==> src/sv/stt_pkg.sv <==
// stt_pkg: shared types, codes, byte constants and helper functions
// for the source text tokenizer; no dependencies
package stt_pkg;

    // position counter width and saturation value
    localparam int POS_BITS = 16;
    localparam int FIELD_BITS = 16;
    localparam int WIDE_BITS = 32;

    typedef logic [POS_BITS-1:0] t_pos;
    typedef logic [FIELD_BITS-1:0] t_field;

    localparam t_pos POS_MAX = {POS_BITS{1'b1}};

    // byte constants
    localparam logic [7:0] CH_NUL   = 8'h00;
    localparam logic [7:0] CH_TAB   = 8'h09;
    localparam logic [7:0] CH_LF    = 8'h0a;
    localparam logic [7:0] CH_CR    = 8'h0d;
    localparam logic [7:0] CH_SPACE = 8'h20;
    localparam logic [7:0] CH_BANG  = 8'h21;
    localparam logic [7:0] CH_QUOTE = 8'h22;
    localparam logic [7:0] CH_ZERO  = 8'h30;
    localparam logic [7:0] CH_NINE  = 8'h39;
    localparam logic [7:0] CH_EQ    = 8'h3d;
    localparam logic [7:0] CH_UA    = 8'h41;
    localparam logic [7:0] CH_UZ    = 8'h5a;
    localparam logic [7:0] CH_US    = 8'h5f;
    localparam logic [7:0] CH_LA    = 8'h61;
    localparam logic [7:0] CH_LZ    = 8'h7a;

    // scan modes
    typedef enum logic [2:0] {
        MODE_IDLE  = 3'd0,
        MODE_IDENT = 3'd1,
        MODE_INT   = 3'd2,
        MODE_STR   = 3'd3,
        MODE_EQ    = 3'd4,
        MODE_BANG  = 3'd5
    } t_mode;

    // token kinds
    typedef enum logic [4:0] {
        KIND_ILLEGAL  = 5'd0,
        KIND_EOF      = 5'd1,
        KIND_IDENT    = 5'd2,
        KIND_INT      = 5'd3,
        KIND_STRING   = 5'd4,
        KIND_ASSIGN   = 5'd5,
        KIND_EQUAL    = 5'd6,
        KIND_PLUS     = 5'd7,
        KIND_MINUS    = 5'd8,
        KIND_BANG     = 5'd9,
        KIND_NOTEQUAL = 5'd10,
        KIND_STAR     = 5'd11,
        KIND_SLASH    = 5'd12,
        KIND_LT       = 5'd13,
        KIND_GT       = 5'd14,
        KIND_SEMI     = 5'd15,
        KIND_COLON    = 5'd16,
        KIND_COMMA    = 5'd17,
        KIND_LPAREN   = 5'd18,
        KIND_RPAREN   = 5'd19,
        KIND_LBRACE   = 5'd20,
        KIND_RBRACE   = 5'd21,
        KIND_LBRACKET = 5'd22,
        KIND_RBRACKET = 5'd23
    } t_kind;

    // one token as it leaves the block
    typedef struct packed {
        t_kind  kind;
        t_field start;
        t_field length;
    } t_token;

    // tokens caused by one byte: one or two
    typedef struct packed {
        t_token tok0;
        t_token tok1;
        logic   two;
    } t_step_rec;

    // queue status toward the back end
    typedef struct packed {
        logic empty;
        logic full;
    } t_q_stat;

    localparam int Q_DEPTH = 4;
    localparam int Q_IDX_BITS = $clog2(Q_DEPTH);
    localparam int Q_CNT_BITS = $clog2(Q_DEPTH + 1);

    function automatic logic is_letter(input logic [7:0] c);
        return (c >= CH_LA && c <= CH_LZ) || (c >= CH_UA && c <= CH_UZ) || c == CH_US;
    endfunction

    function automatic logic is_digit(input logic [7:0] c);
        return c >= CH_ZERO && c <= CH_NINE;
    endfunction

    function automatic logic is_space(input logic [7:0] c);
        return c == CH_SPACE || c == CH_TAB || c == CH_LF || c == CH_CR;
    endfunction

    function automatic t_pos sat_inc(input t_pos p);
        return (p == POS_MAX) ? p : p + t_pos'(1);
    endfunction

    function automatic t_pos span(input t_pos from, input t_pos to);
        return (to >= from) ? to - from : '0;
    endfunction

    // low field bits of a position value
    function automatic t_field to_field(input t_pos v);
        logic [WIDE_BITS-1:0] w;
        w = WIDE_BITS'(v);
        return w[FIELD_BITS-1:0];
    endfunction

    function automatic t_token mk_tok(input t_kind k, input t_pos s, input t_pos len);
        t_token t;
        t.kind = k;
        t.start = to_field(s);
        t.length = to_field(len);
        return t;
    endfunction

    // single character operators and brackets
    function automatic t_kind single_kind(input logic [7:0] c);
        t_kind k;
        unique case (c)
            8'h2b:   k = KIND_PLUS;
            8'h2d:   k = KIND_MINUS;
            8'h2a:   k = KIND_STAR;
            8'h2f:   k = KIND_SLASH;
            8'h3c:   k = KIND_LT;
            8'h3e:   k = KIND_GT;
            8'h3b:   k = KIND_SEMI;
            8'h3a:   k = KIND_COLON;
            8'h2c:   k = KIND_COMMA;
            8'h28:   k = KIND_LPAREN;
            8'h29:   k = KIND_RPAREN;
            8'h7b:   k = KIND_LBRACE;
            8'h7d:   k = KIND_RBRACE;
            8'h5b:   k = KIND_LBRACKET;
            8'h5d:   k = KIND_RBRACKET;
            default: k = KIND_ILLEGAL;
        endcase
        return k;
    endfunction

endpackage

==> src/sv/stt_ifs.sv <==
// stt_ifs: valid/ready channel interfaces for source bytes and tokens
// depends on stt_pkg
interface stt_byte_if;
    logic       valid;
    logic       ready;
    logic [7:0] next_byte;

    modport source (output valid, output next_byte, input ready);
    modport sink (input valid, input next_byte, output ready);
endinterface

interface stt_tok_if;
    logic                valid;
    logic                ready;
    stt_pkg::t_kind      token_kind;
    stt_pkg::t_field     token_start;
    stt_pkg::t_field     token_length;
    logic                last_of_step;

    modport source (output valid, output token_kind, output token_start,
                    output token_length, output last_of_step, input ready);
    modport sink (input valid, input token_kind, input token_start,
                  input token_length, input last_of_step, output ready);
endinterface

==> src/sv/stt_front.sv <==
// stt_front: accepts source bytes, tracks scan mode and positions, and
// builds the token record for each byte; depends on stt_pkg, stt_ifs
module stt_front (
    input  logic               i_clk,
    input  logic               i_rst_n,
    stt_byte_if.sink           i_src,
    input  stt_pkg::t_q_stat   i_q_stat,
    output logic               o_push,
    output stt_pkg::t_step_rec o_rec
);
    import stt_pkg::*;

    t_mode r_mode, n_mode;
    t_pos  r_begin, n_begin;
    t_pos  r_pos, n_pos;

    logic [7:0] c;
    logic       acc;

    // idle scan of the byte
    logic   idle_emit;
    t_token idle_tok;
    t_mode  idle_mode;
    logic   idle_set;
    t_pos   idle_beg;

    // token closed by the byte in the current mode
    logic   pre_emit;
    t_token pre_tok;
    logic   use_idle;
    logic   stay;

    assign c = i_src.next_byte;
    assign i_src.ready = !i_q_stat.full;
    assign acc = i_src.valid && i_src.ready;

    // byte scanned as if between tokens
    always_comb begin
        idle_emit = 1'b0;
        idle_tok = mk_tok(KIND_ILLEGAL, r_pos, t_pos'(1));
        idle_mode = MODE_IDLE;
        idle_set = 1'b0;
        idle_beg = r_pos;
        if (is_space(c)) begin
            idle_emit = 1'b0;
        end else if (c == CH_NUL) begin
            idle_emit = 1'b1;
            idle_tok = mk_tok(KIND_EOF, r_pos, '0);
        end else if (is_letter(c)) begin
            idle_mode = MODE_IDENT;
            idle_set = 1'b1;
        end else if (is_digit(c)) begin
            idle_mode = MODE_INT;
            idle_set = 1'b1;
        end else if (c == CH_QUOTE) begin
            idle_mode = MODE_STR;
            idle_set = 1'b1;
            idle_beg = sat_inc(r_pos);
        end else if (c == CH_EQ) begin
            idle_mode = MODE_EQ;
            idle_set = 1'b1;
        end else if (c == CH_BANG) begin
            idle_mode = MODE_BANG;
            idle_set = 1'b1;
        end else begin
            idle_emit = 1'b1;
            idle_tok = mk_tok(single_kind(c), r_pos, t_pos'(1));
        end
    end

    // continue or close the token in progress
    always_comb begin
        pre_emit = 1'b0;
        pre_tok = mk_tok(KIND_IDENT, r_begin, span(r_begin, r_pos));
        use_idle = 1'b0;
        stay = 1'b0;
        unique case (r_mode)
            MODE_IDENT: begin
                if (is_letter(c) || is_digit(c)) begin
                    stay = 1'b1;
                end else begin
                    pre_emit = 1'b1;
                    use_idle = 1'b1;
                end
            end
            MODE_INT: begin
                pre_tok.kind = KIND_INT;
                if (is_digit(c)) begin
                    stay = 1'b1;
                end else begin
                    pre_emit = 1'b1;
                    use_idle = 1'b1;
                end
            end
            MODE_STR: begin
                pre_tok.kind = KIND_STRING;
                if (c == CH_QUOTE) begin
                    pre_emit = 1'b1;
                end else if (c == CH_NUL) begin
                    pre_emit = 1'b1;
                    use_idle = 1'b1;
                end else begin
                    stay = 1'b1;
                end
            end
            MODE_EQ: begin
                pre_emit = 1'b1;
                if (c == CH_EQ) begin
                    pre_tok = mk_tok(KIND_EQUAL, r_begin, t_pos'(2));
                end else begin
                    pre_tok = mk_tok(KIND_ASSIGN, r_begin, t_pos'(1));
                    use_idle = 1'b1;
                end
            end
            MODE_BANG: begin
                pre_emit = 1'b1;
                if (c == CH_EQ) begin
                    pre_tok = mk_tok(KIND_NOTEQUAL, r_begin, t_pos'(2));
                end else begin
                    pre_tok = mk_tok(KIND_BANG, r_begin, t_pos'(1));
                    use_idle = 1'b1;
                end
            end
            default: begin
                use_idle = 1'b1;
            end
        endcase
    end

    // next state, end of source restarts positions
    always_comb begin
        if (use_idle) begin
            n_mode = idle_mode;
        end else if (stay) begin
            n_mode = r_mode;
        end else begin
            n_mode = MODE_IDLE;
        end
        n_begin = (use_idle && idle_set) ? idle_beg : r_begin;
        n_pos = sat_inc(r_pos);
        if (c == CH_NUL) begin
            n_mode = MODE_IDLE;
            n_begin = '0;
            n_pos = '0;
        end
    end

    // record pushed into the queue
    always_comb begin
        o_rec.tok0 = pre_emit ? pre_tok : idle_tok;
        o_rec.tok1 = idle_tok;
        o_rec.two = pre_emit && use_idle && idle_emit;
        o_push = acc && (pre_emit || (use_idle && idle_emit));
    end

    // scan state registers
    always_ff @(posedge i_clk) begin
        if (!i_rst_n) begin
            r_mode <= MODE_IDLE;
            r_begin <= '0;
            r_pos <= '0;
        end else if (acc) begin
            r_mode <= n_mode;
            r_begin <= n_begin;
            r_pos <= n_pos;
        end
    end

endmodule

==> src/sv/stt_queue.sv <==
// stt_queue: short queue of per-byte token records between front and back
// depends on stt_pkg
module stt_queue (
    input  logic               i_clk,
    input  logic               i_rst_n,
    input  logic               i_push,
    input  stt_pkg::t_step_rec i_rec,
    input  logic               i_pop,
    output stt_pkg::t_step_rec o_rec,
    output stt_pkg::t_q_stat   o_stat
);
    import stt_pkg::*;

    t_step_rec r_mem [Q_DEPTH];
    logic [Q_IDX_BITS-1:0] r_wr, r_rd;
    logic [Q_CNT_BITS-1:0] r_cnt;
    logic do_push, do_pop;

    assign o_stat.empty = (r_cnt == '0);
    assign o_stat.full = (r_cnt == Q_CNT_BITS'(Q_DEPTH));
    assign do_push = i_push && !o_stat.full;
    assign do_pop = i_pop && !o_stat.empty;
    assign o_rec = r_mem[r_rd];

    // storage
    always_ff @(posedge i_clk) begin
        if (do_push) begin
            r_mem[r_wr] <= i_rec;
        end
    end

    // pointers and fill count
    always_ff @(posedge i_clk) begin
        if (!i_rst_n) begin
            r_wr <= '0;
            r_rd <= '0;
            r_cnt <= '0;
        end else begin
            if (do_push) begin
                r_wr <= r_wr + Q_IDX_BITS'(1);
            end
            if (do_pop) begin
                r_rd <= r_rd + Q_IDX_BITS'(1);
            end
            if (do_push && !do_pop) begin
                r_cnt <= r_cnt + Q_CNT_BITS'(1);
            end else if (do_pop && !do_push) begin
                r_cnt <= r_cnt - Q_CNT_BITS'(1);
            end
        end
    end

endmodule

==> src/sv/stt_back.sv <==
// stt_back: output register that serves the tokens of each record in order
// depends on stt_pkg, stt_ifs
module stt_back (
    input  logic               i_clk,
    input  logic               i_rst_n,
    input  stt_pkg::t_step_rec i_rec,
    input  stt_pkg::t_q_stat   i_q_stat,
    output logic               o_pop,
    stt_tok_if.source          o_tok
);
    import stt_pkg::*;

    t_step_rec r_rec;
    logic      r_valid;
    logic      r_idx;
    logic      last;
    logic      take;
    t_token    cur;

    assign last = !r_rec.two || r_idx;
    assign take = o_tok.valid && o_tok.ready;
    assign o_pop = !i_q_stat.empty && (!r_valid || (take && last));
    assign cur = r_idx ? r_rec.tok1 : r_rec.tok0;

    assign o_tok.valid = r_valid;
    assign o_tok.token_kind = cur.kind;
    assign o_tok.token_start = cur.start;
    assign o_tok.token_length = cur.length;
    assign o_tok.last_of_step = last;

    // record payload
    always_ff @(posedge i_clk) begin
        if (o_pop) begin
            r_rec <= i_rec;
        end
    end

    // valid and token index
    always_ff @(posedge i_clk) begin
        if (!i_rst_n) begin
            r_valid <= 1'b0;
            r_idx <= 1'b0;
        end else if (o_pop) begin
            r_valid <= 1'b1;
            r_idx <= 1'b0;
        end else if (take) begin
            if (last) begin
                r_valid <= 1'b0;
                r_idx <= 1'b0;
            end else begin
                r_idx <= 1'b1;
            end
        end
    end

endmodule

==> src/sv/source_text_tokenizer_unit.sv <==
// source_text_tokenizer_unit: top level of the streaming tokenizer
// depends on stt_pkg, stt_ifs, stt_front, stt_queue, stt_back
//
//  channel  dir  fields                                           handshake
//  i_src    in   next_byte[7:0]                                   valid/ready
//  o_tok    out  token_kind[4:0] token_start[15:0]                valid/ready
//                token_length[15:0] last_of_step
//
// one byte is taken per cycle while the four-record queue has room; the
// scan state updates in that same cycle, so bytes follow back to back
// a token passes through the queue storage and then the output register;
// the output register delivers one token per cycle while o_tok is ready,
// so the queue absorbs the bursts from bytes that end two tokens
// reset is synchronous and clears scan state, queue pointers and output valid
// a stalled output fills the queue, then input ready drops
module source_text_tokenizer_unit (
    input  logic      i_clk,
    input  logic      i_rst_n,
    stt_byte_if.sink  i_src,
    stt_tok_if.source o_tok
);
    import stt_pkg::*;

    logic      push, pop;
    t_step_rec front_rec, q_rec;
    t_q_stat   q_stat;

    stt_front u_front (
        .i_clk    (i_clk),
        .i_rst_n  (i_rst_n),
        .i_src    (i_src),
        .i_q_stat (q_stat),
        .o_push   (push),
        .o_rec    (front_rec)
    );

    stt_queue u_queue (
        .i_clk   (i_clk),
        .i_rst_n (i_rst_n),
        .i_push  (push),
        .i_rec   (front_rec),
        .i_pop   (pop),
        .o_rec   (q_rec),
        .o_stat  (q_stat)
    );

    stt_back u_back (
        .i_clk    (i_clk),
        .i_rst_n  (i_rst_n),
        .i_rec    (q_rec),
        .i_q_stat (q_stat),
        .o_pop    (pop),
        .o_tok    (o_tok)
    );

endmodule

==> src/flat_wrapper.sv <==
// flat-port wrapper written by rule: the top's interface ports become plain ports
module source_text_tokenizer_unit_flat import stt_pkg::*;
  (i_clk, i_rst_n, i_src_valid, i_src_next_byte, i_src_ready, o_tok_valid, o_tok_token_kind, o_tok_token_start, o_tok_token_length, o_tok_last_of_step, o_tok_ready);
  stt_byte_if i_src_i ();
  stt_tok_if o_tok_i ();
  input  logic i_clk;
  input  logic i_rst_n;
  input wire logic [$bits(i_src_i.valid)-1:0] i_src_valid;
  input wire logic [$bits(i_src_i.next_byte)-1:0] i_src_next_byte;
  output wire logic [$bits(i_src_i.ready)-1:0] i_src_ready;
  output wire logic [$bits(o_tok_i.valid)-1:0] o_tok_valid;
  output wire logic [$bits(o_tok_i.token_kind)-1:0] o_tok_token_kind;
  output wire logic [$bits(o_tok_i.token_start)-1:0] o_tok_token_start;
  output wire logic [$bits(o_tok_i.token_length)-1:0] o_tok_token_length;
  output wire logic [$bits(o_tok_i.last_of_step)-1:0] o_tok_last_of_step;
  input wire logic [$bits(o_tok_i.ready)-1:0] o_tok_ready;
  assign i_src_i.valid = i_src_valid;
  assign i_src_i.next_byte = i_src_next_byte;
  assign i_src_ready = i_src_i.ready;
  assign o_tok_valid = o_tok_i.valid;
  assign o_tok_token_kind = o_tok_i.token_kind;
  assign o_tok_token_start = o_tok_i.token_start;
  assign o_tok_token_length = o_tok_i.token_length;
  assign o_tok_last_of_step = o_tok_i.last_of_step;
  assign o_tok_i.ready = o_tok_ready;
  source_text_tokenizer_unit u_core (.i_clk(i_clk), .i_rst_n(i_rst_n), .i_src(i_src_i), .o_tok(o_tok_i));
endmodule
==> config.mk <==
export PLATFORM = sky130hd
export DESIGN_NAME = source_text_tokenizer_unit_flat
export DESIGN_NICKNAME = d
export VERILOG_FILES = /design/src/sv/stt_pkg.sv /design/src/sv/stt_ifs.sv /design/src/sv/stt_front.sv /design/src/sv/stt_queue.sv /design/src/sv/stt_back.sv /design/src/sv/source_text_tokenizer_unit.sv /design/src/flat_wrapper.sv
export SDC_FILE = /design/constraint.sdc
export NUM_CORES = 1
export LEC_CHECK = 0
export BUFFER_PORTS_ARGS = -buffer_cell sky130_fd_sc_hd__buf_2
export CORE_MARGIN = 2
export CORE_UTILIZATION = 60
export CTS_CLUSTER_SIZE = 16
export DETAILED_ROUTE_END_ITERATION = 6
export HOLD_SLACK_MARGIN = 0.15
export PLACE_DENSITY = 0.75
export RECOVER_POWER = 50
export SLEW_MARGIN = 10
export SYNTH_ARGS = -nofsm -noshare
export SYNTH_HDL_FRONTEND = slang
export SYNTH_SLANG_ARGS = --single-unit
==> constraint.sdc <==
create_clock -name i_clk -period 7.6 [get_ports i_clk]
set_input_delay 0.38 -clock i_clk [delete_from_list [all_inputs] [get_ports i_clk]]
set_output_delay 0.38 -clock i_clk [all_outputs]
set_load 0.005 [all_outputs]
# ---- Word level (Yosys, flattened, before mapping)
# Memories as Yosys holds them, arrays and structs flattened. A register that Yosys moved wholly into a read port is not among the register bits.
# Cells that the tools add are included.
dict set report totals {
  register_bits 44
  ramBits 300
  out_inout_bits 40
  word_cells 163
  mem_count 1
}
# memory words width read_ports rd_clocked_by_memory_dff wr line_no
set memory_table {}
lappend memory_table {u_core.u_queue.r_mem 4 75 1 1 1 stt_queue.sv:14} ;# t_step_rec r_mem [Q_DEPTH];
dict set report op_classes {
  add_sub_neg 6
  order_cmp 7
  n_eq_ne 31
  muxes 67
  n_bitwise 1
  n_reduce_logical 42
}
# op count
set ops {}
lappend ops {{$mux W37} 9}
lappend ops {{$mux W16} 9}
lappend ops {{$eq A8 B6 Y1 const B} 15}
lappend ops {{$pmux W5 S15} 1}
lappend ops {{$mux W34} 2}
lappend ops {{$pmux W32 S2} 1}
lappend ops {{$eq A8 B7 Y1 const B} 5}
lappend ops {{$mux W3} 11}
lappend ops {{$mux W1} 30}
lappend ops {{$eq A8 B4 Y1 const B} 3}
lappend ops {{$pmux W5 S4} 1}
lappend ops {{$add A16 B1 Y16 const B} 1}
lappend ops {{$eq A16 B16 Y1 const B} 1}
lappend ops {{$ge A16 B16 Y1} 1}
lappend ops {{$ge A8 B7 Y1 const B} 2}
lappend ops {{$le A8 B7 Y1 const B} 2}
lappend ops {{$logic_and A1 B1 Y1} 16}
lappend ops {{$sub A16 B16 Y16} 1}
lappend ops {{$eq A3 B3 Y1 const B} 3}
lappend ops {{$logic_or A1 B1 Y1} 9}
lappend ops {{$ge A8 B6 Y1 const B} 1}
lappend ops {{$le A8 B6 Y1 const B} 1}
lappend ops {{$logic_not A8 Y1} 1}
lappend ops {{$pmux W1 S4} 2}
lappend ops {{other kinds (13)} 26}

# ---- Depth between registers and ports, before layout
# Gate-level depths: netlist of the first run.
dict set report depth {
  word_depth 16
  mapped_depth 14
}

# ---- Modules after synthesis
# Synthesis of the first run repeated with hierarchy kept, for this count alone.
dict set report unflattened {
  cells_unflattened 1142
  area_unflattened_um2 18134.9
}
# module instances cells_each area_each_um2
set by_module_without_submodules {}
lappend by_module_without_submodules {stt_queue 1 439 11300.8}
lappend by_module_without_submodules {stt_front 1 575 4021.4}
lappend by_module_without_submodules {stt_back 1 128 2812.7}

# ---- Worst setup path before layout of the first run
# OpenSTA, ideal clock, no wires.
dict set report synth_path {
  path_type {register -> register}
  start {reg, netlist name u_core.u_back.r_rec[0]}
  end {reg u_core.u_queue.r_cnt[2]}
  setup_time_ns 0.070
  t_arrival_ns 4.836
  required_time_ns 7.530
  slack_ns 2.694
  stages_incl_launch_ff 11
  n_path_buf 0
  synth_period_minus_slack_ns 4.906
  cell_sequence {edfxtp_1 nand2b_1 nand2_1 a21oi_1 inv_1 ha_1 inv_1 fa_1 xor2_1 or3_1 a21oi_1}
}
dict set report synth_between {
  elab_chain_len 9
  elab_cells_between_ends 11
  classes_between {mux (1); reduce/logical (10)}
}
# element line_no
set synth_lines {}
lappend synth_lines {{$logic_not A1 Y1 *} stt_back.sv:20} ;# assign last = !r_rec.two || r_idx;
lappend synth_lines {{$logic_or A1 B1 Y1 *} stt_back.sv:20}
lappend synth_lines {{net o_tok_last_of_step} flat_wrapper.sv:15} ;# output wire logic [$bits(o_tok_i.last_of_step)-1:0] o_tok_last_of_step;
lappend synth_lines {{$logic_and A1 B1 Y1 *} stt_back.sv:22} ;# assign o_pop = !i_q_stat.empty && (!r_valid || (take && last));
lappend synth_lines {{$logic_or A1 B1 Y1 *} stt_back.sv:22}
lappend synth_lines {{$logic_and A1 B1 Y1 *} stt_back.sv:22}
lappend synth_lines {{net u_core.pop} source_text_tokenizer_unit.sv:24} ;# logic push, pop;
lappend synth_lines {{$logic_and A1 B1 Y1 *} stt_queue.sv:22} ;# assign do_pop = i_pop && !o_stat.empty;
lappend synth_lines {{$logic_not A1 Y1} stt_queue.sv:45} ;# if (do_push && !do_pop) begin
lappend synth_lines {{$logic_and A1 B1 Y1} stt_queue.sv:45}
lappend synth_lines {{$mux W3 or $reduce_bool A2 Y1 (tied branches)} n/a}
lappend synth_lines {{to (signal assigned)} stt_queue.sv:46} ;# r_cnt <= r_cnt + Q_CNT_BITS'(1);
lappend synth_lines {{to (signal assigned)} stt_queue.sv:48} ;# r_cnt <= r_cnt - Q_CNT_BITS'(1);
lappend synth_lines {{to (decl)} stt_queue.sv:16} ;# logic [Q_CNT_BITS-1:0] r_cnt;
# The timed path passes the listed nets; every way through them passes the cells marked *.
# A chain may end at the register's enable or synchronous reset.

# ---- Final worst setup path of the first run
dict set report layout_path {
  start {reg u_core.u_queue.r_rd[0]}
  end {reg, netlist name u_core.u_back.r_rec[21]}
}
# element line_no
set layout_rtl {}
lappend layout_rtl {{from (decl)} stt_queue.sv:15} ;# logic [Q_IDX_BITS-1:0] r_wr, r_rd;
lappend layout_rtl {{from (signal assigned)} stt_queue.sv:43} ;# r_rd <= r_rd + Q_IDX_BITS'(1);
# No word-level cell between the ends.

==> results_dict.tcl, run 1 <==
set metrics [dict create \
    initial_utilization_pct 60.9 \
    yosys.cell_count.top_type "edfxtp_1" \
    via_count_of_the_first_global_routing_pass 8406 \
    globalRouteOverflowTotal 0 \
    failed_checks "capacitance limit, slew limit" \
    die-height_um 163 \
    maximum_number_of_pins_on_one_net_before_global_route_repair 63 \
    hold_path_class "in2reg" \
    drc_errors 0 \
    antenna_found_initial 0 \
    routed_via_density 6.16 \
    leading_cell_types_by_total_area_after_synthesis "edfxtp_1 59%, mux4_2 8.9%, dfxtp_1 5.8%, mux2_2 3.1%, ha_1 2.0%" \
    layout.nets 1091 \
    netlist_area_sq_mm 0.0152 \
    critical_path.startpoint_type "flop" \
    area_growth_pct 10.1 \
    ctsRootBufferMaster "clkbuf_16" \
    holdBufCountCts 0 \
    yosys-top-cells-count "300 x edfxtp_1, 63 x nand2_1, 60 x mux4_2" \
    global_route_wire_length_before_repair_um 47000 \
    route.vias.total 8679 \
    detailedRoute.firstPassIterationCount 6 \
    chipWidth_um 163 \
    kind_of_end_point_of_the_critical_path "flop" \
    synth_seq_cells 344 \
    gr-usage-all-layers_pct 23.1 \
    rsz_0062_raised_after_global_routing "false" \
    synth-async-reset-ratio_pct 0 \
    worst-path-max-fanout 35 \
    average_routed_wire_per_standard_cell_um 21.3 \
    yosys.cell_types.count 77 \
    postRouteAntennaNets 0 \
    whs_ps 195 \
    timing.setup.critical_path_class "reg2reg" \
    number_of_instances_resized_during_post_cts_repair 0 \
    cts.path.max_buffers 3 \
    synth_enable_flop_cells 300 \
    final_period_demand_of_the_worst_path_ps 4920 \
    max_slew_margin_pct -92.7 \
    finalCritPeriodShare_pct 64.7 \
    core_region_area_sq_mm 0.0250 \
    gp_congestion 0.950 \
    synthFlopType "edfxtp_1" \
    area_share_of_the_largest_cell_type_after_synthesis_pct 59.1 \
    power_density_relative_to_cell_area_mw_per_mm2 301 \
    final_hold_viol_count 0 \
    ys.warnings.count 0 \
    die_area_sq_mm 0.0267 \
    status "complete, but fails checks" \
    drive_above_1_share_pct 18.2 \
    postRouteWirelength_um 30000 \
    leakage_nw 5.71 \
    crit_arrival_ps 5160 \
    fin_worst_skew_ps 16.5 \
    timing.critical_path.required_ps 7840 \
    cts_setup_buffers 0 \
    achievable-frequency_ghz 0.203 \
    place.detailed.hpwl_um 18800 \
    final_total_negative_setup_slack_ps 0 \
    io_pins 52 \
    clk_pin_slew_ps 60 \
    max-vdd-ir-drop_mv 0.371 \
    setup_violations 0 \
    clock_tree_from_tritoncts "yes" \
    port_buffers 51 \
    max-cap-violations 4 \
    seq_area_frac_synth_pct 64.9 \
    final_max_slew_viol_count 134 \
    worst-slew-pin-transition_ps 2890 \
    synthesis.instances 1005 \
    post_synth.cell_area_avg_sq_um 15.2 \
    row_cnt 58 \
    synth_nets 1043 \
    cts_made_buffers 35 \
    netlist.top_cell.by_area "edfxtp_1" \
    clkSinkCount 344 \
    ctsHtreeMaxLevel 2 \
    clk-insertion-delay-late_ps 520 \
    drt_iter0_markers 699 \
    antenna_cells 0 \
]
## layer usage
layer  track usage, %  up-vias  wire length [um]
met2             37.6      287             14600
met5                0        -                 0
met1             32.4     4321             13100
met3             4.09       51              1570
li1                 -     4020                 -
met4             6.76        0               671
## logic make-up (layout without fill, tap and decap cells)
group / Yosys count / after routing / share of synthesized area, %
XOR/XNOR: 22 / 22 / 1.26
multiplexers: 123 / 123 / 13.4
AO/OA/AOI/OAI: 162 / 162 / 7.56
buffers and inverters: 88 / 162 / 2.46
adder cells (fa/ha/maj): 26 / 26 / 2.23
AND/OR/NAND/NOR: 240 / 240 / 8.21
flip-flops: 344 / 344 / 64.9
## path summary, 6_finish.rpt
check | cells after the start | endpoint | slack (ps) | from
setup / recovery | 2 | u_core.u_back.r_rec[21]$_DFFE_PP_ | 2680 | u_core.u_queue.r_rd[0]$_SDFFE_PN0P_
hold / removal | 3 | u_core.u_back.r_idx$_SDFFE_PP0P_ | 190 | o_tok_ready
setup reg to reg | 2 | u_core.u_back.r_rec[21]$_DFFE_PP_ | 2680 | u_core.u_queue.r_rd[0]$_SDFFE_PN0P_
hold reg to reg | 2 | u_core.u_front.r_begin[5]$_SDFFE_PN0P_ | 480 | u_core.u_front.r_begin[5]$_SDFFE_PN0P_
## worst max-delay path, cell delays in order, from the launching register on
cell and delay, ps:
dfxtp_1 1730, clkbuf_1 2150, mux4_2 730
## flip-flops by register name, indices dropped and copies added (netlist names)
| name | flops |
|---|---|
| u_core.u_back.r_rec | 60 |
| u_core.u_front.r_begin | 16 |
| u_core.u_queue.r_mem | 240 |
| u_core.u_front.r_pos | 16 |
| u_core.u_queue.r_rd | 2 |
| u_core.u_back.r_idx | 1 |
| u_core.u_queue.r_cnt | 3 |
| u_core.u_front.r_mode | 3 |
| u_core.u_queue.r_wr | 2 |
| u_core.u_back.o_tok.valid | 1 |
## power breakdown
group	leakage [nW]	switching, mW	internal (mW)	total (mW)
logic	1.95	0.476	0.438	0.913
registers	3.22	0.122	2.43	2.55
clock network	0.529	0.667	0.917	1.58
## placed cells by master, fill, tap and decap left out, types with 4 or more instances in the layout
master     Yosys  layout
nor3_1        19      19
nand2b_1       6       6
nor4_1         5       5
mux4_2        60      60
nor2b_1       25      25
mux2_1         0      18
buf_2          6      24
mux2_2        42      24
a221oi_1       5       5
buf_4          3      10
a21o_1        10      10
a21oi_1       45      45
nor2_1        46      46
ha_1          24      24
clkbuf_16      0      36
mux2i_1       21      21
inv_1         35      35
clkinv_2       0       5
nand2_1       63      63
and4_1         5       5
a31oi_1       15      15
o2bb2ai_1      4       5
o21ai_0       30      30
clkbuf_8       0       4
or3_1          8       8
nand4_1        4       4
xor2_1        11      11
o21a_1         7       7
and2_1         9       4
dfxtp_1       44      42
and3_1         8       8
xnor2_1       11      11
clkbuf_1      32      37
edfxtp_1     300     300
nand3_1       19      19
and2_2         0       4
a211oi_1       7       7
nor3b_1        5       5
## metrics by stage
| stage | utilization [%] | setup slack (ps) | cell area (sq um) | std cells | total power, mW |
|---|---|---|---|---|---|
| 2_1_floorplan | - | 2690 | 15200 | 1005 | 3.23 |
| 3_3_place_gp | 63.0 | 3480 | 15800 | 1346 | 3.51 |
| 3_5_place_dp | 63.0 | 3410 | 15800 | 1346 | 3.54 |
| 4_1_cts | 67.3 | 3920 | 16900 | 1409 | 5.13 |
| 5_1_grt | 67.0 | 1960 | 16800 | 1409 | 5.29 |
| 6_report | 67.0 | 2680 | 16800 | 1409 | 5.05 |
## area by class of cell
type | count | area [sq um]
inverters | 35 | 131
fillers | 1721 | 8260
clock buffers | 51 | 997
well taps | 330 | 413
flip-flops and latches | 344 | 9890
multi-input cells | 573 | 4960
repair buffers | 64 | 312
clock inverters | 12 | 78.8
Note: power is estimated with default switching activity, not from simulation.
==> inputs of run 2 (changes only) <==
==> constraint.sdc (replaced) <==
create_clock -name i_clk -period 4.6 [get_ports i_clk]
set_input_delay 0.23 -clock i_clk [delete_from_list [all_inputs] [get_ports i_clk]]
set_output_delay 0.23 -clock i_clk [all_outputs]
set_load 0.005 [all_outputs]
==> run 2 against run 1 <==
Compared with the run above: the run still ends with capacitance limit, slew limit left; maximum frequency rose by 31%; global-route usage rose by 1.1 points; worst setup slack got worse by 1800 ps; first-iteration DRC count rose by 14%; cell count rose by 0.71%; critical path depth did not move; critical path type unchanged; largest power group unchanged.
==> results_dict.tcl, run 2 (synthesized netlist as in run 1, its figures left out) <==
set metrics [dict create \
    startpoint_of_the_worst_slack_reg_to_reg_timing_path "u_core.u_queue.r_rd[1]$_SDFFE_PN0P_" \
    detailedRoute.firstPassIterationCount 6 \
    gp_congestion 0.914 \
    port_buffers 51 \
    hold_start "i_src_next_byte[6]" \
    row_cnt 58 \
    via_count_of_the_first_global_routing_pass 8728 \
    status "complete, but fails checks" \
    clkSinkCount 344 \
    globalRouteOverflowTotal 0 \
    timing.setup.critical_path_class "reg2reg" \
    fin_worst_skew_ps 15.2 \
    critical_path.startpoint_type "flop" \
    ctsRootBufferMaster "clkbuf_16" \
    antenna_found_initial 0 \
    critical_path_buf_inv_count 1 \
    final_hold_viol_count 0 \
    power_density_relative_to_cell_area_mw_per_mm2 511 \
    dpl.cell_count 1355 \
    worst-slew-pin-transition_ps 2400 \
    worst-path-max-fanout 37 \
    global_route_wire_length_before_repair_um 49000 \
    rr_endpoint "u_core.u_back.r_rec[52]$_DFFE_PP_" \
    final_cell_count_no_fill 1419 \
    io_pins 52 \
    kind_of_end_point_of_the_critical_path "flop" \
    drt_iter0_markers 797 \
    cts_setup_buffers 0 \
    final_max_slew_viol_count 186 \
    hold_path_class "in2reg" \
    regMostFlops "u_core.u_queue.r_mem" \
    crit_arrival_ps 3990 \
    area_growth_pct 11.3 \
    number_of_instances_resized_during_post_cts_repair 0 \
    max-cap-violations 5 \
    worstHoldEndpoint "u_core.u_queue.r_mem[2][36]$_DFFE_PP_" \
    clock_tree_from_tritoncts "yes" \
    r2r.worst_path.cells 2 \
    number_of_flip_flops_in_the_largest_register 240 \
    final_cell_mix "300 x edfxtp_1, 63 x nand2_1, 60 x mux4_2" \
    clk_pin_slew_ps 60 \
    route.vias.total 8868 \
    postRouteAntennaNets 0 \
    crit_cells 2 \
    antenna_cells 0 \
    layout.nets 1102 \
    finalCritPeriodShare_pct 81.8 \
    chipWidth_um 163 \
    worstHoldPathCells 3 \
    cts_made_buffers 35 \
    die-height_um 163 \
    die_area_sq_mm 0.0267 \
    crit_slowest_cell "clkbuf_1" \
    cts.path.max_buffers 3 \
    rsz_0062_raised_after_global_routing "false" \
    routed_via_density 6.25 \
    timing.critical_path.cells "clkbuf_1 > mux4_2" \
    final_common_cell "edfxtp_1" \
    critical_path.max_stage_delay_ps 1700 \
    place.detailed.hpwl_um 19300 \
    leakage_nw 5.77 \
    maximum_number_of_pins_on_one_net_before_global_route_repair 63 \
    ctsHtreeMaxLevel 2 \
    initial_utilization_pct 60.9 \
    drc_errors 0 \
    biggest_registers_after_layout "u_core.u_queue.r_mem x240, u_core.u_back.r_rec x60" \
    rrSetupSlack_ps 840 \
    max_slew_margin_pct -60.3 \
    average_routed_wire_per_standard_cell_um 22.0 \
    timing.critical_path.required_ps 4830 \
    gr-usage-all-layers_pct 24.2 \
    max-vdd-ir-drop_mv 0.581 \
    drive_above_1_share_pct 17.9 \
    final_period_demand_of_the_worst_path_ps 3760 \
    clk-insertion-delay-late_ps 520 \
    final_total_negative_setup_slack_ps 0 \
    setup_violations 0 \
    timing.critical_path.max_delay_family "buffers and inverters" \
    failed_checks "capacitance limit, slew limit" \
    holdBufCountCts 2 \
    postRouteWirelength_um 31300 \
    core_region_area_sq_mm 0.0250 \
    whs_ps 357 \
    achievable-frequency_ghz 0.266 \
]
run 2: worst max-delay path by stage:
stage                                                      from                               endpoint  slack [ps]
after floorplan                              i_src_next_byte[2]   u_core.u_queue.r_mem[0][0]$_DFFE_PP_         900
after global placement                       i_src_next_byte[2]   u_core.u_queue.r_cnt[2]$_SDFFE_PN0P_        1160
after detailed placement                     i_src_next_byte[2]   u_core.u_queue.r_cnt[2]$_SDFFE_PN0P_        1150
after CTS                  u_core.u_front.r_pos[0]$_SDFFE_PN0P_  u_core.u_queue.r_mem[2][38]$_DFFE_PP_        1360
after global routing      u_core.u_front.r_mode[1]$_SDFFE_PN0P_  u_core.u_queue.r_mem[1][45]$_DFFE_PP_         620
final                       u_core.u_queue.r_rd[1]$_SDFFE_PN0P_      u_core.u_back.r_rec[52]$_DFFE_PP_         840
run 2: stage by stage:
step	instance area [sq um]	setup slack, ps	total power, mW	util, %
2_1_floorplan	15200	904	5.32	-
3_3_place_gp	15900	1160	5.83	63.4
3_5_place_dp	15900	1150	5.89	63.4
4_1_cts	17100	1360	8.78	68.2
5_1_grt	17000	619	9.03	67.7
6_report	17000	839	8.67	67.7
run 2: area by class of cell:
type                    count  area (sq um)
multi-input cells         573          4940
fillers                  1718          8090
repair buffers             75           419
clock inverters            21           262
well taps                 330           413
flip-flops and latches    344          9890
clock buffers              41           898
inverters                  35           131
run 2: worst reg2reg max path, cell delays in order (launching register included):
cell and delay, ps:
dfxtp_1 1250, clkbuf_1 1700, mux4_2 530
run 2: where the power goes:
part / internal (mW) / total [mW] / switching, mW
Clock: 1.74 / 2.88 / 1.14
Sequential: 4.03 / 4.23 / 0.202
Combinational: 0.742 / 1.56 / 0.816
Total: 6.51 / 8.67 / 2.16
run 2: per-layer routing:
layer / routed length [um] / share of wire (%) / global-route usage (%) / vias to the layer above
li1: - / - / - / 4040
met1: 13300 / 43 / 33.5 / 4439
met2: 15500 / 49 / 40.8 / 332
met3: 1830 / 5.8 / 3.33 / 57
met4: 669 / 2.1 / 6.56 / 0
met5: 0 / 0 / 0 / -
